<file path="src/rtl/cyk_ram.sv">
`timescale 1ns / 1ps
`default_nettype none
// ----------------------------------------------------------------------------
// cyk_ram
// generic single write, single read ram with registered read data
// ----------------------------------------------------------------------------
module cyk_ram #(
  parameter int WIDTH = 8,
  parameter int DEPTH = 32
) (
  input  wire logic                     clk_i,
  input  wire logic                     we_i,
  input  wire logic [$clog2(DEPTH)-1:0] waddr_i,
  input  wire logic [WIDTH-1:0]         wdata_i,
  input  wire logic [$clog2(DEPTH)-1:0] raddr_i,
  output logic      [WIDTH-1:0]         rdata_o
);

  logic [WIDTH-1:0] mem_q [DEPTH];

  always_ff @(posedge clk_i) begin
    if (we_i) begin
      mem_q[waddr_i] <= wdata_i;
    end
    rdata_o <= mem_q[raddr_i];
  end

endmodule
`default_nettype wire

</file>
<file path="config.mk">
export PLATFORM = sky130hd
export DESIGN_NAME = cyk_ram
export DESIGN_NICKNAME = d
export VERILOG_FILES = /design/src/rtl/cyk_ram.sv
export SDC_FILE = /design/constraint.sdc
export NUM_CORES = 1
export LEC_CHECK = 0
export BUFFER_PORTS_ARGS = -buffer_cell sky130_fd_sc_hd__buf_4
export CORE_MARGIN = 5
export CORE_UTILIZATION = 37
export DETAILED_ROUTE_END_ITERATION = 10
export MAX_ROUTING_LAYER = met4
export PLACE_DENSITY_LB_ADDON = 0.2
export SKIP_CTS_REPAIR_TIMING = 1
export SYNTH_ARGS = -nofsm -noshare
export SYNTH_HDL_FRONTEND = slang
export SYNTH_SLANG_ARGS = --single-unit
</file>
<file path="constraint.sdc">
create_clock -name clk_i -period 2 [get_ports clk_i]
set_input_delay 0.2 -clock clk_i [delete_from_list [all_inputs] [get_ports clk_i]]
set_output_delay 0.2 -clock clk_i [all_outputs]
set_load 0.1 [all_outputs]
</file>
==> impl_metrics.yaml <==
outcome:
  status: "finished, final reports clean"
clocking:
  htree_levels: 1
  path_clk_slew_ns: 0.06
  clock_latency_ns: 0.54
  clockRootBuffer: "clkbuf_16"
  cts.path.max_buffers: 3
  tritoncts.num_buffers: 26
  cts_sinks: 264
  tritoncts: "yes"
placed_design:
  numPortBuffers: 27
  gp_congestion: 0.7601
  hpwl_um: 13800
  placed_cell_area_um2: 10950
routing:
  drc: 0
  drt-pass1-iter-count: 5
  wl_um: 21610
  vias: 4524
  wl_per_cell_um: 25.37
  first_iter_violations: 495
  via_per_inst: 5.310
  antenna_left: 0
hold_path:
  hp-start: "raddr_i[3]"
  hold_end: "rdata_o[3]"
  hold_depth: 2
  hp-class: "in2reg"
die:
  core-area_um2: 26880
  start_util_pct: 37.41
  rows: 60
  dieWidth_um: 174.8
  ios: 28
  fp.dieH_um: 174.8
  fp.dieArea_um2: 30570
grt:
  grt_first_pass_wirelength_um: 32150
  grt_max_degree: 34
  grt_overflow: 0
  grt_pass1_vias: 4809
  grtUsageTotal_pct: 14.71
  grt_antenna_before_repair: 0
layout:
  nFillCells: 2284
  finalInstanceArea_um2: 11730
  areaGrowthSynthToFinish_pct: 16.68
  finish.utilization_pct: 43.65
  seq_area_um2: 7848
  nets: 512
  final_layout_size_suffix_gt1_share_pct: 37.96
  multi_input_area_um2: 2100
  diodes: 0
timing:
  setup_violations: 0
  fin_crit_sh_pct: 91.54
  fin_crit_ns: 1.831
  tns_ns: 0
  max-slew-margin-rel_pct: 67.49
  slew_violations: 0
  tightest_slew_ns: 0.4861
  max_freq_mhz: 546.2
  rsz0062_at_grt: "no"
  skew_ns: 0.02310
  hold_violations: 0
critical_path:
  reg2reg_depth: 3
  rrSetupSlack_ns: 0.17
  worstReg2RegStart: "mem_q[8][7]"
  worstSetupEndpointType: "flip-flop"
  cp-start-kind: "flip-flop"
  reg2reg_to: "rdata_o[7]"
  path_class: "reg2reg"
  crit_required_ns: 2.40
  critPathArrivalTime_ns: 2.23
  crit_fanout: 1
synthesis:
  syn_inst: 417
  syn_nets: 437
  netlist_area_um2: 10050
  yosys_warnings: 0
  synth_seq_area_share_pct: 78.06
  synth.distinct_cells: 15
  ys_ff_latch: 264
  synth.avg_cell_area_um2: 24.11
pwr:
  leakagePower_nw: 3.725
  peakVddDrop_mv: 0.6742
  powerDensity_nw_per_um2: 973.8
  finalPower_mw: 11.42
run:
  maxCapViolCount: 0
[state kept, by name, summed over array words and instances, names as in the netlist]
signal   count
rdata_o      8
mem_q      256
[placed cells by master, fill, tap and decap left out, types with 2 or more instances in the layout]
| cell type | instances |
|---|---|
| buf_12 | 6 |
| buf_4 | 61 |
| clkbuf_1 | 5 |
| clkbuf_16 | 26 |
| clkinv_1 | 6 |
| clkinv_2 | 8 |
| dfxtp_1 | 8 |
| edfxtp_1 | 256 |
| mux2_2 | 8 |
| mux4_2 | 80 |
| nand3_1 | 2 |
| nand3b_1 | 5 |
| nor2_1 | 33 |
| or3b_2 | 3 |
[layout make-up]
class / instances / area share (%)
well taps: 341 / 3.637
clock inverters: 16 / 0.9280
multi-input cells: 133 / 17.90
clock buffers: 31 / 5.707
repair buffers: 67 / 4.928
flip-flops and latches: 264 / 66.90
[worst max-delay path by stage]
stage	end	slack [ns]	from	cells past startpoint
finish	rdata_o[7]	0.17	mem_q[8][7]	3
global route	rdata_o[2]	0.14	mem_q[13][2]	3
CTS	rdata_o[7]	0.15	mem_q[8][7]	3
detailed placement	rdata_o[5]	-0.16	raddr_i[0]	6
global placement	rdata_o[5]	-0.17	raddr_i[0]	6
floorplan	rdata_o[0]	0.009	raddr_i[2]	5
[per-stage QoR]
step / worst slack [ns] / cells / hold WS, ns
2_1_floorplan: 0.008588 / 417 / 0.2989
3_3_place_gp: -0.1659 / 805 / 0.6005
3_5_place_dp: -0.1649 / 805 / 0.5958
4_1_cts: 0.1463 / 852 / 0.03060
5_1_grt: 0.1433 / 852 / 0.03738
6_report: 0.1692 / 852 / 0.05657
[cells by family (layout without fill, tap and decap cells)]
family	Yosys count	in the layout	synth area share, %
buf+inv	20	114	1.058
mux	88	88	18.82
flops	264	264	78.06
simple gates	45	45	2.066
[cell usage after synthesis (all sizes together)]
master  instances  area (µm²)
or3b            3       26.28
or3             1       6.260
nand2           1       3.750
nand3b          5       37.54
nand3           2       10.01
nor2           33       123.9
mux4           80        1802
dfxtp           8       160.2
edfxtp        256        7687
mux2            8       90.09
buf            14       83.82
clkbuf          6       22.52
[worst max-delay path, stage by stage (launching register included)]
cell	delay, ns
edfxtp_1	0.36
mux4_2	0.52
mux4_2	0.53
mux2_2	0.30
[power breakdown]
part | switching [mW] | internal (mW) | total [mW]
sequential | 0.0357 | 6.15 | 6.19
clock | 1.93 | 2.51 | 4.44
combinational | 0.496 | 0.296 | 0.792
[layer usage]
metal / vias to the layer above / wire length (µm) / GRT usage [%] / share of wire [%]
li1: 1928 / - / - / -
met1: 2433 / 9954 / 21.59 / 46
met2: 131 / 10130 / 21.95 / 47
met3: 32 / 1074 / 2.142 / 5.0
met4: 0 / 450 / 3.732 / 2.1
met5: - / 0 / - / 0
Power figures use the tool's default switching activity.
