$ cat src/rtl/cyk_pkg.sv
`timescale 1ns / 1ps
`default_nettype none
// ----------------------------------------------------------------------------
// cyk_pkg
// shared constants, rule entry types and helpers for the cyk recogniser
// ----------------------------------------------------------------------------
package cyk_pkg;

  localparam int MAX_TOKENS    = 32;
  localparam int MAX_VARIABLES = 32;
  localparam int MAX_RULES     = 64;
  localparam int SYMBOL_BITS   = 8;

  localparam int VAR_W   = 5;
  localparam int SYM_IN_W = 8;
  localparam int TOK_AW  = (MAX_TOKENS > 1) ? $clog2(MAX_TOKENS) : 1;
  localparam int TOK_CW  = $clog2(MAX_TOKENS + 1);
  localparam int RULE_AW = (MAX_RULES > 1) ? $clog2(MAX_RULES) : 1;
  localparam int RULE_CW = $clog2(MAX_RULES + 1);
  localparam int CHART_AW = 2 * TOK_AW;

  localparam logic [1:0] OP_LOAD_TERM = 2'd0;
  localparam logic [1:0] OP_LOAD_BIN  = 2'd1;
  localparam logic [1:0] OP_TOKEN     = 2'd2;
  localparam logic [1:0] OP_FINISH    = 2'd3;

  typedef logic [MAX_VARIABLES-1:0] var_set_t;

  typedef struct packed {
    logic [VAR_W-1:0]       head;
    logic [SYMBOL_BITS-1:0] sym;
  } term_rule_t;

  typedef struct packed {
    logic [VAR_W-1:0] head;
    logic [VAR_W-1:0] first;
    logic [VAR_W-1:0] second;
  } bin_rule_t;

  // control of the shared rule unit
  typedef struct packed {
    logic clr;
    logic en;
    logic binary;
  } ru_ctrl_t;

  // one-hot set bit of a variable, empty when out of range
  function automatic var_set_t var_bit(input logic [VAR_W-1:0] v);
    var_set_t s;
    for (int k = 0; k < MAX_VARIABLES; k++) begin
      s[k] = (VAR_W'(k) == v) && (k < (1 << VAR_W));
    end
    return s;
  endfunction

endpackage
`default_nettype wire

$ cat src/rtl/cyk_rule_unit.sv
`timescale 1ns / 1ps
`default_nettype none
// ----------------------------------------------------------------------------
// cyk_rule_unit
// shared rule matcher: tests one rule a step and gathers the cell bit set
// ----------------------------------------------------------------------------
module cyk_rule_unit import cyk_pkg::*; (
  input  wire logic                   clk_i,
  input  wire logic                   rst_ni,
  input  wire ru_ctrl_t               ctrl_i,
  input  wire logic [SYMBOL_BITS-1:0] token_i,
  input  wire term_rule_t             term_i,
  input  wire bin_rule_t              bin_i,
  input  wire var_set_t               lset_i,
  input  wire var_set_t               rset_i,
  output var_set_t                    cell_o
);

  var_set_t cell_q, cell_d;
  logic     hit;
  logic [VAR_W-1:0] head;

  always_comb begin
    if (ctrl_i.binary) begin
      hit  = ((lset_i & var_bit(bin_i.first)) != '0) &&
             ((rset_i & var_bit(bin_i.second)) != '0);
      head = bin_i.head;
    end else begin
      hit  = (term_i.sym == token_i);
      head = term_i.head;
    end
    cell_d = cell_q;
    if (ctrl_i.clr) begin
      cell_d = '0;
    end else if (ctrl_i.en && hit) begin
      cell_d = cell_q | var_bit(head);
    end
  end

  always_ff @(posedge clk_i or negedge rst_ni) begin
    if (!rst_ni) begin
      cell_q <= '0;
    end else begin
      cell_q <= cell_d;
    end
  end

  assign cell_o = cell_q;

endmodule
`default_nettype wire

$ cat config.mk
export PLATFORM = sky130hd
export DESIGN_NAME = cyk_rule_unit
export DESIGN_NICKNAME = d
export VERILOG_FILES = /design/src/rtl/cyk_pkg.sv /design/src/rtl/cyk_rule_unit.sv
export SDC_FILE = /design/constraint.sdc
export NUM_CORES = 1
export LEC_CHECK = 0
export ABC_AREA = 1
export BUFFER_PORTS_ARGS = -buffer_cell sky130_fd_sc_hd__buf_4
export CORE_ASPECT_RATIO = 0.7
export CORE_MARGIN = 2
export CORE_UTILIZATION = 44
export DETAILED_ROUTE_END_ITERATION = 12
export PLACE_DENSITY_LB_ADDON = 0.08
export REMOVE_ABC_BUFFERS = 1
export SYNTH_ARGS = -nofsm -noshare
export SYNTH_HDL_FRONTEND = slang
export SYNTH_SLANG_ARGS = --single-unit
export TNS_END_PERCENT = 20
$ cat constraint.sdc
create_clock -name clk_i -period 1.5 [get_ports clk_i]
set_input_delay 0.15 -clock clk_i [delete_from_list [all_inputs] [get_ports clk_i]]
set_output_delay 0.15 -clock clk_i [all_outputs]
set_load 0.02 [all_outputs]
==> impl_metrics.py <==
metrics = {
    "logic_synthesis": {
        "synth_simple_gate_area_share_pct": 48.3,
        "synth_mux_area_share_pct": 0,
        "postSynthAreaPerCell_sq_um": 6.55,
        "synthCells": 405,
        "synth-edff-count": 0,
        "synth_top_family_by_area": "simple AND/OR/NAND/NOR gates",
        "async_reset_ff_share_pct": 100,
        "ys_seq_area_share_pct": 30.2,
        "synth_area_sq_um": 2650,
        "synthDistinctLibCells": 23,
        "yosysTopAreaCell": "dfrtp_1",
        "synth.area.top_cells": "dfrtp_1 30%, nand3_1 17%, nand2_1 13%",
        "synth_compound_area_share_pct": 12.2,
        "synth_xor_area_share_pct": 1.32,
        "ys_ff_latch": 32,
        "synth.top_cell.area_share_pct": 30.2,
        "synthAdderAreaFrac_pct": 0,
        "synthMostInstantiatedCell": "nand2_1",
        "synth_ff_type": "dfrtp_1",
        "ys_warn_count": 0,
        "synth_common_cells": "93 x nand2_1, 90 x nand3_1, 47 x nor2_1",
    },
    "place": {
        "place_ws_ps": -295,
        "place_hpwl_mm": 6.40,
        "place_congestion": 0.902,
        "placed_cell_area_sq_um": 3890,
        "numPortBuffers": 136,
    },
    "grt": {
        "grt_pass1_vias": 2990,
        "grt_max_degree": 65,
        "antenna_found_initial": 0,
        "gr-total-overflow": 0,
        "globalRouteTotalUtil_pct": 25.6,
        "grt_pass1_wl_mm": 13.8,
    },
    "floorplanning": {
        "ios": 137,
        "coreArea_sq_um": 5780,
        "initial_utilization_pct": 45.8,
        "die_h_um": 68.9,
        "die_x_um": 96.8,
        "die_area_sq_um": 6670,
        "num_rows": 23,
    },
    "drt": {
        "vias": 3489,
        "ant_nets": 0,
        "drc": 0,
        "drt_pass1_iterations": 6,
        "wl_per_cell_um": 14.6,
        "drt-initial-drc-count": 334,
        "totalWireLength_mm": 9.16,
        "vias_per_cell": 5.55,
    },
    "setup_path": {
        "critPathLaunchType": "primary input",
        "critPathArrivalTime_ps": 1660,
        "slowest_delay_ps": 190,
        "worstPathRequired_ps": 1690,
        "crit_top_cell": "nor2_1",
        "endpoint_kind": "register",
        "crit_path_max_fanout": 8,
        "r2r-start": "cell_o[11]",
        "critPathBufInv": 3,
        "crit_type": "primary input to register",
        "critical-path-slowest-cell": "clkbuf_16",
        "critPathLaunch": "bin_i[5]",
        "crit_chain": "buf_4 > inv_2 > nor2_4 > nand2_1 > nor2_1 > nor2_1 > nand3_1 > nor2_1 > nor2_1 > nand2_1 > nand2_4 > nand2_8 > clkbuf_16 > nand3_1 > nand2_1",
        "cpLargestDelayFamily": "simple AND/OR/NAND/NOR gates",
    },
    "timing": {
        "layout_min_cycle_time_ps": 1480,
        "clock_skew_ps": 0,
        "fin_ws_ps": 21.3,
        "finalHoldViolations": 0,
        "timing.hold.ws_ps": 321,
        "rsz0062_at_grt": "yes",
        "worstMarginPinSlew_ps": 708,
        "maxSlewHeadroom_pct": 52.6,
        "period_share_pct": 98.6,
        "max_clock_freq_ghz": 0.676,
        "setup_viol": 0,
        "slew_viol_final": 0,
    },
    "pwr": {
        "leakagePower_nw": 2.35,
        "p_seq_share_pct": 34.4,
        "combPwrFrac_pct": 32.5,
        "clkPwrFrac_pct": 33.1,
        "power_density_nw_per_um2": 606,
        "swShare_pct": 30.9,
        "irDropWorstVdd_v": 0.000462,
        "p_int_mw": 1.75,
        "finalPower_mw": 2.54,
        "p_switching_mw": 0.785,
    },
    "cts": {
        "clk_latency_ps": 290,
        "cts.clk_slew.worst_paths_ps": 70,
        "clock_sinks": 32,
        "cts_tree": "built",
        "htreeDepth": 2,
        "cts-buffers-inserted": 5,
        "clock_path_buffers": 2,
        "cts_root_buf": "clkbuf_8",
    },
    "finish": {
        "final_area_sq_um": 4190,
        "syn_to_final_growth_pct": 58.1,
        "largest_reg_flops": 32,
        "num_antenna_cells": 0,
        "drive_above_1_share_pct": 43.3,
        "final_core_util_pct": 72.5,
        "fin_nets": 658,
    },
    "worst_hold_path": {
        "min_from": "ctrl_i[1]",
        "hp-class": "primary input to register",
    },
    "job": {
        "maxCapViolCount": 0,
    },
    "run_status": {
        "outcome": "finished clean",
    },
}
-- worst register-to-register path, cell delays in order (launching register included) --
cell and delay, ps:
dfrtp_1 440, a31o_2 240, nand4_1 100, nand2_1 70
-- cells in the final DEF, fill, tap and decap left out --
cell and n:
nand2_1 88, or2_2 3, dlygate4sd3_1 1, a21oi_1 1
nand2_2 4, nand3_2 1, inv_1 22, buf_4 148
nor2_2 9, nand2_4 3, clkbuf_8 5, clkinvlp_4 1
nor3b_1 1, xnor2_1 4, nor2_1 37, bufinv_16 1
nand3_1 89, a21o_1 1, nand4_1 32, clkinv_2 1
buf_6 2, nor2_4 9, o21ai_0 4, o21ai_1 2
buf_12 6, nand2_8 1, a31o_2 32, clkbuf_16 2
inv_2 12, dfrtp_1 32
-- path summary, 6_finish.rpt --
| check | end | slack (ps) | depth (start not counted) |
|---|---|---|---|
| max in group asynchronous | cell_o[7] | 860 | 2 |
| worst min-delay path | cell_o[15] | 320 | 5 |
| min in group asynchronous | cell_o[1] | 330 | 2 |
| worst max register to register | cell_o[11] | 560 | 3 |
| worst min register to register | cell_o[22] | 530 | 2 |
| worst max-delay path | cell_o[14] | 20 | 15 |
-- kinds of logic (layout without fill, tap and decap cells) --
logic type / Yosys count / in the layout
buffers and inverters: 52 / 201
xor gates and xnor gates: 4 / 4
and+or+nand+nor: 277 / 277
DFF: 32 / 32
AOI/OAI and AO/OA: 40 / 40
-- layout make-up --
type,instances,area [sq um]
multi-input combinational,321,1750
fill,477,1590
timing repair buffer,159,1310
sequential,32,801
inverter,34,128
tap,75,93.8
clock buffer,5,68.8
clock inverter,3,42.5
-- metrics by stage --
stage          TNS, ps  instances
2_1_floorplan   -29980        387
3_3_place_gp     -8620        617
3_5_place_dp     -9100        617
4_1_cts              0        626
5_1_grt          -3790        629
6_report             0        629
-- power by group through the flow --
stage               clock (mW)  sequential (mW)  combinational [mW]
finish                   0.841            0.874               0.824
detailed placement           0            0.890               0.736
CTS                      0.852            0.873               0.740
global placement             0            0.890               0.725
floorplan                    0            0.897               0.296
global route             0.890            0.874               0.892
-- per-layer routing --
layer	up-vias	routed length, um	global-route usage [%]
met2	203	4230	41.1
li1	1698	-	-
met4	0	131	7.39
met1	1572	3890	34.7
met5	-	0	0
met3	16	904	6.25
-- timing repair --
item | in CTS | in global routing
setup buffers | 0 | 1
gates resized for setup | 0 | 30
endpoints found under the setup margin | 0 | 32
hold endpoints to repair | 32 | 0
hold buffers | 1 | 0
(Power assumes the default switching activity.)
